`src/design/cp1251_pkg.sv`:
```
// shared types, constants and the byte encoder for the cp1251 to utf-8 transcoder
`timescale 1ns / 1ps

package cp1251_pkg;

    localparam int unsigned BYTE_W    = 8;
    localparam int unsigned MAX_BYTES = 3;
    localparam int unsigned IDX_W     = 2;

    localparam logic [7:0]  ASCII_LIMIT = 8'h80;
    localparam logic [7:0]  CYR_BASE_BYTE = 8'hC0;
    localparam logic [15:0] CYR_BASE_CP = 16'h0410;
    localparam logic [15:0] TWO_BYTE_LIMIT = 16'h0800;
    localparam logic [7:0]  LEAD2_MARK = 8'hC0;
    localparam logic [7:0]  LEAD3_MARK = 8'hE0;
    localparam logic [7:0]  CONT_MARK = 8'h80;

    typedef logic [MAX_BYTES-1:0][BYTE_W-1:0] enc_bytes_t;

    typedef struct packed {
        enc_bytes_t       bytes;
        logic [IDX_W-1:0] last_idx;
    } enc_t;

    // code points for bytes 0x80 to 0xbf
    function automatic logic [15:0] hi_code(input logic [5:0] idx);
        logic [15:0] cp;
        case (idx)
            6'd0:  cp = 16'h0402;
            6'd1:  cp = 16'h0403;
            6'd2:  cp = 16'h201A;
            6'd3:  cp = 16'h0453;
            6'd4:  cp = 16'h201E;
            6'd5:  cp = 16'h2026;
            6'd6:  cp = 16'h2020;
            6'd7:  cp = 16'h2021;
            6'd8:  cp = 16'h20AC;
            6'd9:  cp = 16'h2030;
            6'd10: cp = 16'h0409;
            6'd11: cp = 16'h2039;
            6'd12: cp = 16'h040A;
            6'd13: cp = 16'h040C;
            6'd14: cp = 16'h040B;
            6'd15: cp = 16'h040F;
            6'd16: cp = 16'h0452;
            6'd17: cp = 16'h2018;
            6'd18: cp = 16'h2019;
            6'd19: cp = 16'h201C;
            6'd20: cp = 16'h201D;
            6'd21: cp = 16'h2022;
            6'd22: cp = 16'h2013;
            6'd23: cp = 16'h2014;
            6'd24: cp = 16'h0098;
            6'd25: cp = 16'h2122;
            6'd26: cp = 16'h0459;
            6'd27: cp = 16'h203A;
            6'd28: cp = 16'h045A;
            6'd29: cp = 16'h045C;
            6'd30: cp = 16'h045B;
            6'd31: cp = 16'h045F;
            6'd32: cp = 16'h00A0;
            6'd33: cp = 16'h040E;
            6'd34: cp = 16'h045E;
            6'd35: cp = 16'h0408;
            6'd36: cp = 16'h00A4;
            6'd37: cp = 16'h0490;
            6'd38: cp = 16'h00A6;
            6'd39: cp = 16'h00A7;
            6'd40: cp = 16'h0401;
            6'd41: cp = 16'h00A9;
            6'd42: cp = 16'h0404;
            6'd43: cp = 16'h00AB;
            6'd44: cp = 16'h00AC;
            6'd45: cp = 16'h00AD;
            6'd46: cp = 16'h00AE;
            6'd47: cp = 16'h0407;
            6'd48: cp = 16'h00B0;
            6'd49: cp = 16'h00B1;
            6'd50: cp = 16'h0406;
            6'd51: cp = 16'h0456;
            6'd52: cp = 16'h0491;
            6'd53: cp = 16'h00B5;
            6'd54: cp = 16'h00B6;
            6'd55: cp = 16'h00B7;
            6'd56: cp = 16'h0451;
            6'd57: cp = 16'h2116;
            6'd58: cp = 16'h0454;
            6'd59: cp = 16'h00BB;
            6'd60: cp = 16'h0458;
            6'd61: cp = 16'h0405;
            6'd62: cp = 16'h0455;
            6'd63: cp = 16'h0457;
            default: cp = 16'h0000;
        endcase
        return cp;
    endfunction

    function automatic enc_t encode(input logic [7:0] b, input logic enable);
        enc_t        e;
        logic [15:0] cp;
        e.bytes    = '0;
        e.last_idx = '0;
        if (b < ASCII_LIMIT) begin
            cp = {8'h00, b};
        end
        else if (b >= CYR_BASE_BYTE) begin
            cp = CYR_BASE_CP + {10'd0, b[5:0]};
        end
        else begin
            cp = hi_code(b[5:0]);
        end
        if (!enable || cp < {8'h00, ASCII_LIMIT}) begin
            e.bytes[0] = b;
            e.last_idx = 2'd0;
        end
        else if (cp < TWO_BYTE_LIMIT) begin
            e.bytes[0] = LEAD2_MARK | {3'b000, cp[10:6]};
            e.bytes[1] = CONT_MARK | {2'b00, cp[5:0]};
            e.last_idx = 2'd1;
        end
        else begin
            e.bytes[0] = LEAD3_MARK | {4'h0, cp[15:12]};
            e.bytes[1] = CONT_MARK | {2'b00, cp[11:6]};
            e.bytes[2] = CONT_MARK | {2'b00, cp[5:0]};
            e.last_idx = 2'd2;
        end
        return e;
    endfunction

endpackage

```
`src/design/cp1251_in_if.sv`:
```
// input channel carrying one cp1251 byte per item
`timescale 1ns / 1ps

interface cp1251_in_if;
    logic       valid;
    logic       ready;
    logic [7:0] in_byte;

    modport source (output valid, output in_byte, input ready);
    modport sink (input valid, input in_byte, output ready);
endinterface

```
`src/design/cp1251_out_if.sv`:
```
// output channel carrying one utf-8 byte per item
`timescale 1ns / 1ps

interface cp1251_out_if;
    logic       valid;
    logic       ready;
    logic [7:0] out_byte;
    logic       last_of_char;

    modport source (output valid, output out_byte, output last_of_char, input ready);
    modport sink (input valid, input out_byte, input last_of_char, output ready);
endinterface

```
`src/design/cp1251_to_utf8_transcoder_top.sv`:
```
// cp1251 to utf-8 transcoder top level
//
// in_ch takes one cp1251 byte per item, out_ch gives one utf-8 byte per item,
// lead byte first, with last_of_char set on the final byte of each character.
// cfg_write_en / cfg_write_data write convert_enable (reset 1); with it at 0
// every byte passes through as one item marked last. write it only when idle.
// an accepted byte is held in the input register, then is encoded into the
// emit register, from which its output items leave.
// the emit register sends one byte per cycle while out_ch.ready is high, so a
// character takes one, two or three output items: ascii bytes stream at one
// per cycle, cyrillic letters take two items, three-byte symbols three.
// the input register keeps taking a byte while the emit register still holds
// one, and refills the emit register on the same edge its last byte leaves.
// when out_ch.ready is low the emit register holds its byte, then the input
// register fills and in_ch.ready drops. reset empties both registers.
`timescale 1ns / 1ps

module cp1251_to_utf8_transcoder_top
(
    input  logic                clk,
    input  logic                rst_n,
    cp1251_in_if.sink           in_ch,
    cp1251_out_if.source        out_ch,
    input  logic                cfg_write_en,
    input  logic                cfg_write_data
);

    logic                         enable_reg;
    logic                         a_valid_reg;
    logic [7:0]                   a_byte_reg;
    logic                         b_valid_reg;
    cp1251_pkg::enc_bytes_t       b_bytes_reg;
    logic [cp1251_pkg::IDX_W-1:0] b_last_reg;
    logic [cp1251_pkg::IDX_W-1:0] b_idx_reg;

    cp1251_pkg::enc_t             enc;
    logic                         b_last_now;
    logic                         b_done;
    logic                         b_load;
    logic                         in_take;

    always_comb
    begin
        enc        = cp1251_pkg::encode(a_byte_reg, enable_reg);
        b_last_now = (b_idx_reg == b_last_reg);
        b_done     = b_valid_reg && out_ch.ready && b_last_now;
        b_load     = a_valid_reg && (!b_valid_reg || b_done);
        in_take    = in_ch.valid && in_ch.ready;
    end

    assign in_ch.ready         = !a_valid_reg || b_load;
    assign out_ch.valid        = b_valid_reg;
    assign out_ch.out_byte     = b_bytes_reg[b_idx_reg];
    assign out_ch.last_of_char = b_last_now;

    always_ff @(posedge clk or negedge rst_n)
    begin
        if (!rst_n)
        begin
            enable_reg  <= 1'b1;
            a_valid_reg <= 1'b0;
            b_valid_reg <= 1'b0;
            b_idx_reg   <= '0;
        end
        else
        begin
            if (cfg_write_en)
            begin
                enable_reg <= cfg_write_data;
            end
            if (in_take)
            begin
                a_valid_reg <= 1'b1;
            end
            else if (b_load)
            begin
                a_valid_reg <= 1'b0;
            end
            if (b_load)
            begin
                b_valid_reg <= 1'b1;
                b_idx_reg   <= '0;
            end
            else if (b_done)
            begin
                b_valid_reg <= 1'b0;
                b_idx_reg   <= '0;
            end
            else if (b_valid_reg && out_ch.ready)
            begin
                b_idx_reg <= b_idx_reg + 1'b1;
            end
        end
    end

    // payload registers
    always_ff @(posedge clk)
    begin
        if (in_take)
        begin
            a_byte_reg <= in_ch.in_byte;
        end
        if (b_load)
        begin
            b_bytes_reg <= enc.bytes;
            b_last_reg  <= enc.last_idx;
        end
    end

endmodule
```
`src/flat_wrapper.sv`:
```
// flat-port wrapper written by rule: the top's interface ports become plain ports
module cp1251_to_utf8_transcoder_top_flat 
  (clk, rst_n, cfg_write_en, cfg_write_data, in_ch_valid, in_ch_in_byte, in_ch_ready, out_ch_valid, out_ch_out_byte, out_ch_last_of_char, out_ch_ready);
  cp1251_in_if in_ch_i ();
  cp1251_out_if out_ch_i ();
  input  logic clk;
  input  logic rst_n;
  input  logic cfg_write_en;
  input  logic cfg_write_data;
  input wire logic [$bits(in_ch_i.valid)-1:0] in_ch_valid;
  input wire logic [$bits(in_ch_i.in_byte)-1:0] in_ch_in_byte;
  output wire logic [$bits(in_ch_i.ready)-1:0] in_ch_ready;
  output wire logic [$bits(out_ch_i.valid)-1:0] out_ch_valid;
  output wire logic [$bits(out_ch_i.out_byte)-1:0] out_ch_out_byte;
  output wire logic [$bits(out_ch_i.last_of_char)-1:0] out_ch_last_of_char;
  input wire logic [$bits(out_ch_i.ready)-1:0] out_ch_ready;
  assign in_ch_i.valid = in_ch_valid;
  assign in_ch_i.in_byte = in_ch_in_byte;
  assign in_ch_ready = in_ch_i.ready;
  assign out_ch_valid = out_ch_i.valid;
  assign out_ch_out_byte = out_ch_i.out_byte;
  assign out_ch_last_of_char = out_ch_i.last_of_char;
  assign out_ch_i.ready = out_ch_ready;
  cp1251_to_utf8_transcoder_top u_core (.clk(clk), .rst_n(rst_n), .in_ch(in_ch_i), .out_ch(out_ch_i), .cfg_write_en(cfg_write_en), .cfg_write_data(cfg_write_data));
endmodule
```
`config.mk`:
```
export PLATFORM = sky130hd
export DESIGN_NAME = cp1251_to_utf8_transcoder_top_flat
export DESIGN_NICKNAME = d
export VERILOG_FILES = /design/src/design/cp1251_pkg.sv /design/src/design/cp1251_in_if.sv /design/src/design/cp1251_out_if.sv /design/src/design/cp1251_to_utf8_transcoder_top.sv /design/src/flat_wrapper.sv
export SDC_FILE = /design/constraint.sdc
export NUM_CORES = 1
export LEC_CHECK = 0
export ABC_CLOCK_PERIOD_IN_PS = 3820
export BUFFER_PORTS_ARGS = -buffer_cell sky130_fd_sc_hd__buf_2
export CAP_MARGIN = 20
export CELL_PAD_IN_SITES_DETAIL_PLACEMENT = 1
export CELL_PAD_IN_SITES_GLOBAL_PLACEMENT = 2
export CORE_AREA = 4 4 95 97
export DETAILED_ROUTE_END_ITERATION = 12
export DIE_AREA = 0 0 99 101
export GPL_TIMING_DRIVEN = 0
export HOLD_SLACK_MARGIN = 0.05
export PLACE_DENSITY_LB_ADDON = 0.1
export SLEW_MARGIN = 20
export SYNTH_ARGS = -nofsm -noshare
export SYNTH_HDL_FRONTEND = slang
export SYNTH_SLANG_ARGS = --single-unit
```
`constraint.sdc`:
```
create_clock -name clk -period 3.82 [get_ports clk]
set_input_delay 0 -clock clk [delete_from_list [all_inputs] [get_ports clk]]
set_output_delay 0 -clock clk [all_outputs]
set_load 0.03 [all_outputs]
```
* Word level (Yosys, flattened, before mapping)
Memories as Yosys holds them, arrays and structs flattened. A register that Yosys moved wholly into a read port is not among the register bits. Index checks and enable logic that the tools add are counted.
Storage, ports and cells: output and inout bits 11, register bits after elaboration 39, memories 1, input port bits 14, logic and storage cells 48, bits in read-only memories 704
Operators by class: reductions and logical operators 14, multiplexer cells 15, $add $sub $neg 2, eq/ne operators 1, magnitude comparators 5
Memory list:
- (name not given) | depth 64, width 11, read ports 1, clocked after Yosys merged registers in 1, write ports 0, RTL line cp1251_pkg.sv:28 | case (idx)
Operators by type and width (count):
- 16-bit 2-to-1 mux | 3
- 8-bit binary-select mux with 2-bit select | 1
- 16-bit by 12-bit < comparator with 1-bit output, second input constant | 1
- 16-bit by 8-bit < comparator with 1-bit output, second input constant | 1
- 8-bit 2-to-1 mux | 2
- 11-bit by 6-bit adder with 12-bit output, first input constant | 1
- 10-bit 2-to-1 mux | 1
- 8-bit >= comparator, second input constant | 1
- 8-bit < comparator, second input constant | 1
- 2-bit 2-to-1 mux | 3
- 6-bit 2-to-1 mux | 1
- 1-bit logical AND | 4
- 1-bit 2-to-1 mux | 4
- 2-bit nonzero test | 2
- 1-bit zero test | 3
- 1-bit logical OR | 3
- 2-bit by 3-bit < comparator with 1-bit output, second input constant | 1
- 3-bit nonzero test | 1
- 2-bit by 1-bit adder with 2-bit output, second input constant | 1
- 2-bit == test | 1
- 2-bit OR reduction | 1

* Logic depth before layout (Yosys ltp)
Gate-level depths: netlist of the first run.
depth in word-level cells 7, gate-level depth with buffers 12, mapped depth without buffers 11

* Worst setup path after synthesis of the first run
Ideal clock, no wire load.
path type reg-to-reg, from register u_core.b_valid_reg, in the netlist u_core.out_ch.valid, to register (tool-made name), arrival 2924 ps, buffers on the path 1, setup slack 760 ps, stages on the path, launching flop included 13, clock period less this slack 3060 ps, data required time 3684 ps, cell sequence dfrtp_1 -> a21boi_0 -> a41oi_4 -> inv_2 -> mux2_4 -> ha_1 -> clkbuf_1 -> nor2_1 -> nand3b_1 -> o21ai_0 -> a311o_1 -> o21ai_0 -> a31oi_1
RTL lines:
- start: declaration | RTL line cp1251_to_utf8_transcoder_top.sv:31 | logic b_valid_reg;
- start signal: assignment | RTL line cp1251_to_utf8_transcoder_top.sv:62 | b_valid_reg <= 1'b0;
- start signal: assignment | RTL line cp1251_to_utf8_transcoder_top.sv:81 | b_valid_reg <= 1'b1;
- start signal: assignment | RTL line cp1251_to_utf8_transcoder_top.sv:86 | b_valid_reg <= 1'b0;

==> flow_metrics.py, run 1 <==
metrics = {
    "clocking": {
        "cts_max_level": 2,
        "cts_tree": "built",
        "cts.sinks": 47,
        "clk_latency_ns": 0.30,
        "clkTransAtPathRegs_ns": 0.08,
        "cts_buffers": 5,
        "cts_buffer_depth": 2,
        "cts_root_buf": "clkbuf_8",
    },
    "worst_setup_path": {
        "cpMostUsedCell": "o21ai_0",
        "criticalPathCategory": "reg -> reg",
        "cp-end-kind": "register",
        "cp.arrival_ns": 3.57,
        "crit_slowest_cell": "edfxtp_1",
        "crit_path_max_incr_delay_ns": 0.44,
        "r2r_setup_slack_ns": 0.42,
        "startpoint": "u_core.b_bytes_reg[23]$_SDFFCE_PP0P_",
        "crit_path_max_fanout": 15,
        "crit_required_ns": 3.99,
        "path_cells": "xnor2_1, a41oi_4, inv_4, mux2_4, ha_1, clkbuf_1, nor2_1, nand3b_1, o21ai_0, a311o_1, o21ai_0, a31oi_1",
        "start_kind": "register",
        "r2r-start": "u_core.b_bytes_reg[23]$_SDFFCE_PP0P_",
        "rr_worst_depth": 12,
    },
    "global_routing": {
        "grt_busiest_layer": "met2",
        "antenna_found_initial": 0,
        "grt_pass1_wl_mm": 15.20,
        "overflow": 0,
        "grt_use_met3_pct": 2.353,
        "use_met2_pct": 33.63,
        "use_met1_pct": 24.16,
        "first_global_vias": 2810,
        "grt_usage_pct": 19.04,
        "grt_max_degree": 18,
    },
    "synthesis": {
        "synth_top_area_share_pct": 30.47,
        "synth_nets": 356,
        "syn_avg_cell_area_um2": 9.175,
        "synth_ff_type": "edfxtp_1",
        "ys_warn_count": 0,
        "synth_top_area_cell": "edfxtp_1",
        "yosys-top-cells-area": "edfxtp_1 (30%), dfxtp_1 (7.2%), mux2i_1 (6.9%)",
        "synth_edf_count": 31,
        "netlist-cell-type-count": 56,
        "ys_seq_elements": 47,
        "synth-async-reset-ratio_pct": 10.64,
        "synth_cells": 333,
        "syn_area_um2": 3055,
        "ys_seq_area_share_pct": 41.81,
    },
    "status": {
        "status": "complete, no violations",
    },
    "finish": {
        "nFillCells": 964,
        "stdcell_count": 487,
        "fin_area_um2": 3608,
        "nets": 404,
        "drive_above_1_share_pct": 14.92,
        "antenna_cells": 0,
        "area_growth_syn_to_layout_pct": 18.10,
    },
    "timing": {
        "fin_worst_skew_ns": 0.01107,
        "fin_crit_ns": 3.402,
        "tightest_slew_ns": 0.7766,
        "slew_headroom_pct": 46.75,
        "rsz0062_at_grt": "false",
        "finalCritPeriodShare_pct": 89.06,
        "worst_slack_ns": 0.4180,
        "slew_viol_final": 0,
        "hold_viol_final": 0,
        "whs_ns": 0.1431,
        "setup_viol": 0,
        "timing.fmax_mhz": 293.9,
    },
    "detailed_routing": {
        "dr.first_iter.drc_count": 88,
        "dr.pass1.iters": 4,
        "drtAntennaViolNets": 0,
        "viasPerCell": 5.604,
        "vias": 2729,
        "drc": 0,
        "drt_wl_total_mm": 9.125,
        "post_drt_wl_per_cell_um": 18.74,
    },
    "hold_path": {
        "whs_path_depth": 3,
        "holdCritStartpoint": "out_ch_ready",
        "holdPathEnd": "u_core.b_idx_reg[0]$_DFFE_PN0P_",
        "hold_class": "in -> reg",
    },
    "placement": {
        "post-dp-hpwl_mm": 6.736,
        "io_buffers": 24,
        "gp_congestion": 0.8474,
        "postPlaceCellArea_um2": 3321,
        "dp_cells": 463,
        "place_ws_ns": 0.01469,
    },
    "power": {
        "internal_power_mw": 1.523,
        "leakagePower_nw": 1.355,
        "switching_share_pct": 46.59,
        "seq_power_share_pct": 29.6,
        "p_sw_mw": 1.328,
        "ir_drop_uv": 261.1,
        "power.density_nw_per_um2": 790.1,
        "power_frac_comb_pct": 58.2,
        "power_frac_clock_pct": 12.2,
    },
    "die": {
        "die_x_um": 99,
        "rows": 33,
        "coreArea_um2": 8134,
        "initial_core_util_pct": 37.56,
        "io_pins": 25,
        "die-area_um2": 9999,
        "die_h_um": 101,
    },
    "flow_run": {
        "drv_cap": 0,
    },
}
-- synthesized netlist by cell type (all sizes together) (4+ instances only) --
cell	n
mux2i	22
mux2	7
a31oi	4
edfxtp	31
a21oi	14
o311ai	5
o21ai	42
ha	9
dfrtp	4
a211oi	10
nor2b	5
nand2	36
nor2	26
and2	9
inv	9
nand2b	6
clkbuf	14
buf	9
nand3	6
dfxtp	11
nor3	11
nand3b	4
-- worst max path at each step --
stage,endpoint,cells after the start
3_3_place_gp,register,10
6_report,register,12
3_5_place_dp,register,10
4_1_cts,register,10
2_1_floorplan,register,12
5_1_grt,register,12
-- worst max-delay path: cells and delay by family, from the launching register on --
family | cells | cell delay, ns
compound gates | 5 | 1.09
buf+inv | 2 | 0.48
flops | 1 | 0.44
mux | 1 | 0.39
simple gates | 2 | 0.34
xor+xnor | 1 | 0.33
fa+ha+maj | 1 | 0.21
-- logic make-up (layout without fill, tap and decap cells) --
logic type | count (synthesis) | after routing | share of synthesized area [%]
AND/OR/NAND/NOR | 112 | 112 | 17.49
flip-flops | 47 | 47 | 41.81
adder cells (fa/ha/maj) | 9 | 9 | 3.686
AO/OA/AOI/OAI | 102 | 102 | 21.99
multiplexers | 29 | 29 | 10.16
buffers and inverters | 32 | 81 | 4.300
XOR/XNOR | 2 | 2 | 0.5734
-- layout by cell type (no fill, tap or decap), types with 5 or more instances in the layout --
cell type	instances
mux2_2	5
a21oi_1	14
clkbuf_1	14
and2_1	9
nand2_1	36
dlygate4sd3_1	13
nor3_1	11
edfxtp_1	31
nor2_1	26
ha_1	9
dfxtp_1	11
mux2i_1	20
nand2b_1	6
a211oi_1	10
inv_1	7
buf_2	30
o21ai_0	40
clkbuf_8	5
nand3_1	6
-- through the flow --
| stage | power, mW | util (%) | TNS [ns] |
|---|---|---|---|
| global route | 3.070 | 44.36 | 0 |
| floorplan | 1.974 | - | 0 |
| detailed placement | 2.458 | 40.82 | 0 |
| finish | 2.851 | 44.36 | 0 |
| global placement | 2.429 | 40.66 | -0.1111 |
| CTS | 2.826 | 43.79 | 0 |
-- repair_timing --
item                       CTS  global route
hold endpoints to repair    15             0
resized for setup            1             3
setup endpoints to repair    1             2
gates cloned                 0             0
pin swaps                    0             1
setup buffers                0             3
hold buffers                13             0
-- metal layers --
metal	vias to the layer above	wire length, um
met5	-	0
met4	0	167
met3	13	286
met2	43	4790
met1	1335	3880
li1	1338	-
-- layout make-up --
cell class | instances | area (um^2) | share of cell area [%]
inverter | 9 | 36.28 | 1.006
multi-input combinational | 254 | 1662 | 46.05
timing repair buffer | 41 | 296.5 | 8.218
clock inverter | 3 | 38.79 | 1.075
buffer | 23 | 97.59 | 2.705
tap | 105 | 131.4 | 3.641
clock buffer | 5 | 68.82 | 1.907
sequential | 47 | 1277 | 35.40
-- power groups by stage --
| stage | logic [mW] | clock network, mW | registers (mW) |
|---|---|---|---|
| 6_report | 1.66 | 0.347 | 0.844 |
| 5_1_grt | 1.83 | 0.376 | 0.866 |
| 4_1_cts | 1.62 | 0.360 | 0.846 |
| 3_5_place_dp | 1.60 | 0 | 0.857 |
| 3_3_place_gp | 1.57 | 0 | 0.856 |
| 2_1_floorplan | 1.15 | 0 | 0.823 |
(Power assumes the default switching activity.)
==> run 2: changes to the inputs <==
Settings changed: CORE_AREA 4 4 95 97 to 4 4 132 71, DIE_AREA 0 0 99 101 to 0 0 136 75.
==> flow_metrics.py, run 2 (synthesis results as in run 1) <==
metrics = {
    "status": {
        "status": "complete, no violations",
    },
    "worst_setup_path": {
        "crit_path_max_fanout": 15,
        "start_kind": "register",
        "cp.arrival_ns": 3.74,
        "cp-end-kind": "register",
        "r2r_setup_slack_ns": 0.26,
        "criticalPathCategory": "reg -> reg",
        "crit_required_ns": 4.00,
    },
    "timing": {
        "tightest_slew_ns": 0.8794,
        "slew_headroom_pct": 41.16,
        "tns_ns": 0,
        "setup_viol": 0,
        "worst_slack_ns": 0.2564,
        "slew_viol_final": 0,
        "fin_worst_skew_ns": 0.007886,
        "whs_ns": 0.08838,
        "fin_crit_ns": 3.564,
        "timing.fmax_mhz": 280.6,
        "finalCritPeriodShare_pct": 93.29,
        "hold_viol_final": 0,
        "rsz0062_at_grt": "false",
    },
    "power": {
        "p_total_mw": 3.067,
        "ir_drop_uv": 253.3,
        "power.density_nw_per_um2": 842.6,
        "leakagePower_nw": 1.358,
    },
    "global_routing": {
        "grt_usage_pct": 21.25,
        "antenna_found_initial": 0,
        "first_global_vias": 2686,
        "overflow": 0,
        "grt_max_degree": 17,
        "grt_pass1_wl_mm": 16.13,
    },
    "placement": {
        "post-dp-hpwl_mm": 7.858,
        "place_ws_ns": -0.1423,
        "postPlaceCellArea_um2": 3336,
        "dp_cells": 475,
        "gp_congestion": 0.9309,
        "io_buffers": 24,
    },
    "finish": {
        "antenna_cells": 0,
        "drive_above_1_share_pct": 14.32,
        "finalCoreUtilization_pct": 43.76,
        "nets": 399,
        "stdcell_count": 494,
        "final_common_cell": "o21ai_0",
        "area_growth_syn_to_layout_pct": 19.12,
        "fin_area_um2": 3640,
        "layout_common_cells": "o21ai_0 (40), nand2_1 (36), edfxtp_1 (31)",
    },
    "hold_path": {
        "hold_class": "in -> async",
    },
    "flow_run": {
        "drv_cap": 0,
    },
    "die": {
        "rows": 24,
        "die-area_um2": 10200,
        "initial_core_util_pct": 36.73,
        "io_pins": 25,
        "die_x_um": 136,
        "die_h_um": 75,
        "coreArea_um2": 8318,
    },
    "clocking": {
        "cts_root_buf": "clkbuf_16",
        "cts_tree": "built",
        "cts_buffers": 5,
        "clkTransAtPathRegs_ns": 0.06,
        "cts_max_level": 2,
        "clk_latency_ns": 0.29,
        "cts_buffer_depth": 2,
        "cts_setup_buffers": 0,
        "cts.sinks": 47,
    },
    "detailed_routing": {
        "drtAntennaViolNets": 0,
        "drt_wl_total_mm": 10.40,
        "dr.first_iter.drc_count": 264,
        "dr.pass1.iters": 4,
        "drc": 0,
        "vias": 2838,
        "post_drt_wl_per_cell_um": 21.06,
        "viasPerCell": 5.745,
    },
}
[run 2: routing by layer]
metal,up-vias,GRT usage [%],share of wire (%)
met1,1392,35.27,54
met3,7,6.876,9.6
met2,119,25.70,36
met4,0,3.352,0.55
li1,1320,-,-
met5,-,0,0
[run 2: worst paths after layout]
| path | from | end | cells past startpoint |
|---|---|---|---|
| worst max register to register | u_core.b_idx_reg[0]$_DFFE_PN0P_ | register | 11 |
| worst min-delay path | rst_n | u_core.b_idx_reg[0]$_DFFE_PN0P_ | 2 |
| max in group asynchronous | rst_n | u_core.enable_reg$_DFFE_PN1P_ | 2 |
| min in group clk | out_ch_ready | u_core.b_idx_reg[0]$_DFFE_PN0P_ | 3 |
| worst max-delay path | u_core.b_idx_reg[0]$_DFFE_PN0P_ | register | 11 |
| worst min register to register | register | u_core.b_bytes_reg[17]$_SDFFCE_PP0P_ | 1 |
[run 2: final cells by class]
type | instances | area, um^2
Buffer | 22 | 93.84
Clock buffer | 7 | 132.6
Clock inverter | 1 | 30.03
Fill cell | 980 | 4678
Inverter | 9 | 38.79
Multi-Input combinational cell | 254 | 1669
Sequential cell | 47 | 1277
Tap cell | 117 | 146.4
Timing Repair Buffer | 37 | 251.5
[run 2: worst max-delay path, cell delays in order, from the launching register on]
cell and delay [ns]:
dfrtp_1 0.43, xnor2_1 0.20, a41oi_4 0.55, inv_6 0.18
mux2_4 0.41, inv_2 0.18, ha_1 0.17, clkbuf_1 0.47
nand2_1 0.14, a211oi_1 0.27, nor3_1 0.08, a311oi_1 0.35
[run 2: report_power, final]
part / switching, mW / internal (mW) / total [mW]
Clock: 0.188 / 0.310 / 0.498
Combinational: 1.15 / 0.561 / 1.72
Sequential: 0.100 / 0.753 / 0.853
Total: 1.44 / 1.62 / 3.07
[run 2: timing repair]
| item | CTS | global route |
|---|---|---|
| hold buffers | 12 | 0 |
| pin swaps | 0 | 0 |
| hold endpoints to repair | 15 | 0 |
| setup endpoints to repair | 2 | 2 |
| resized for setup | 1 | 5 |
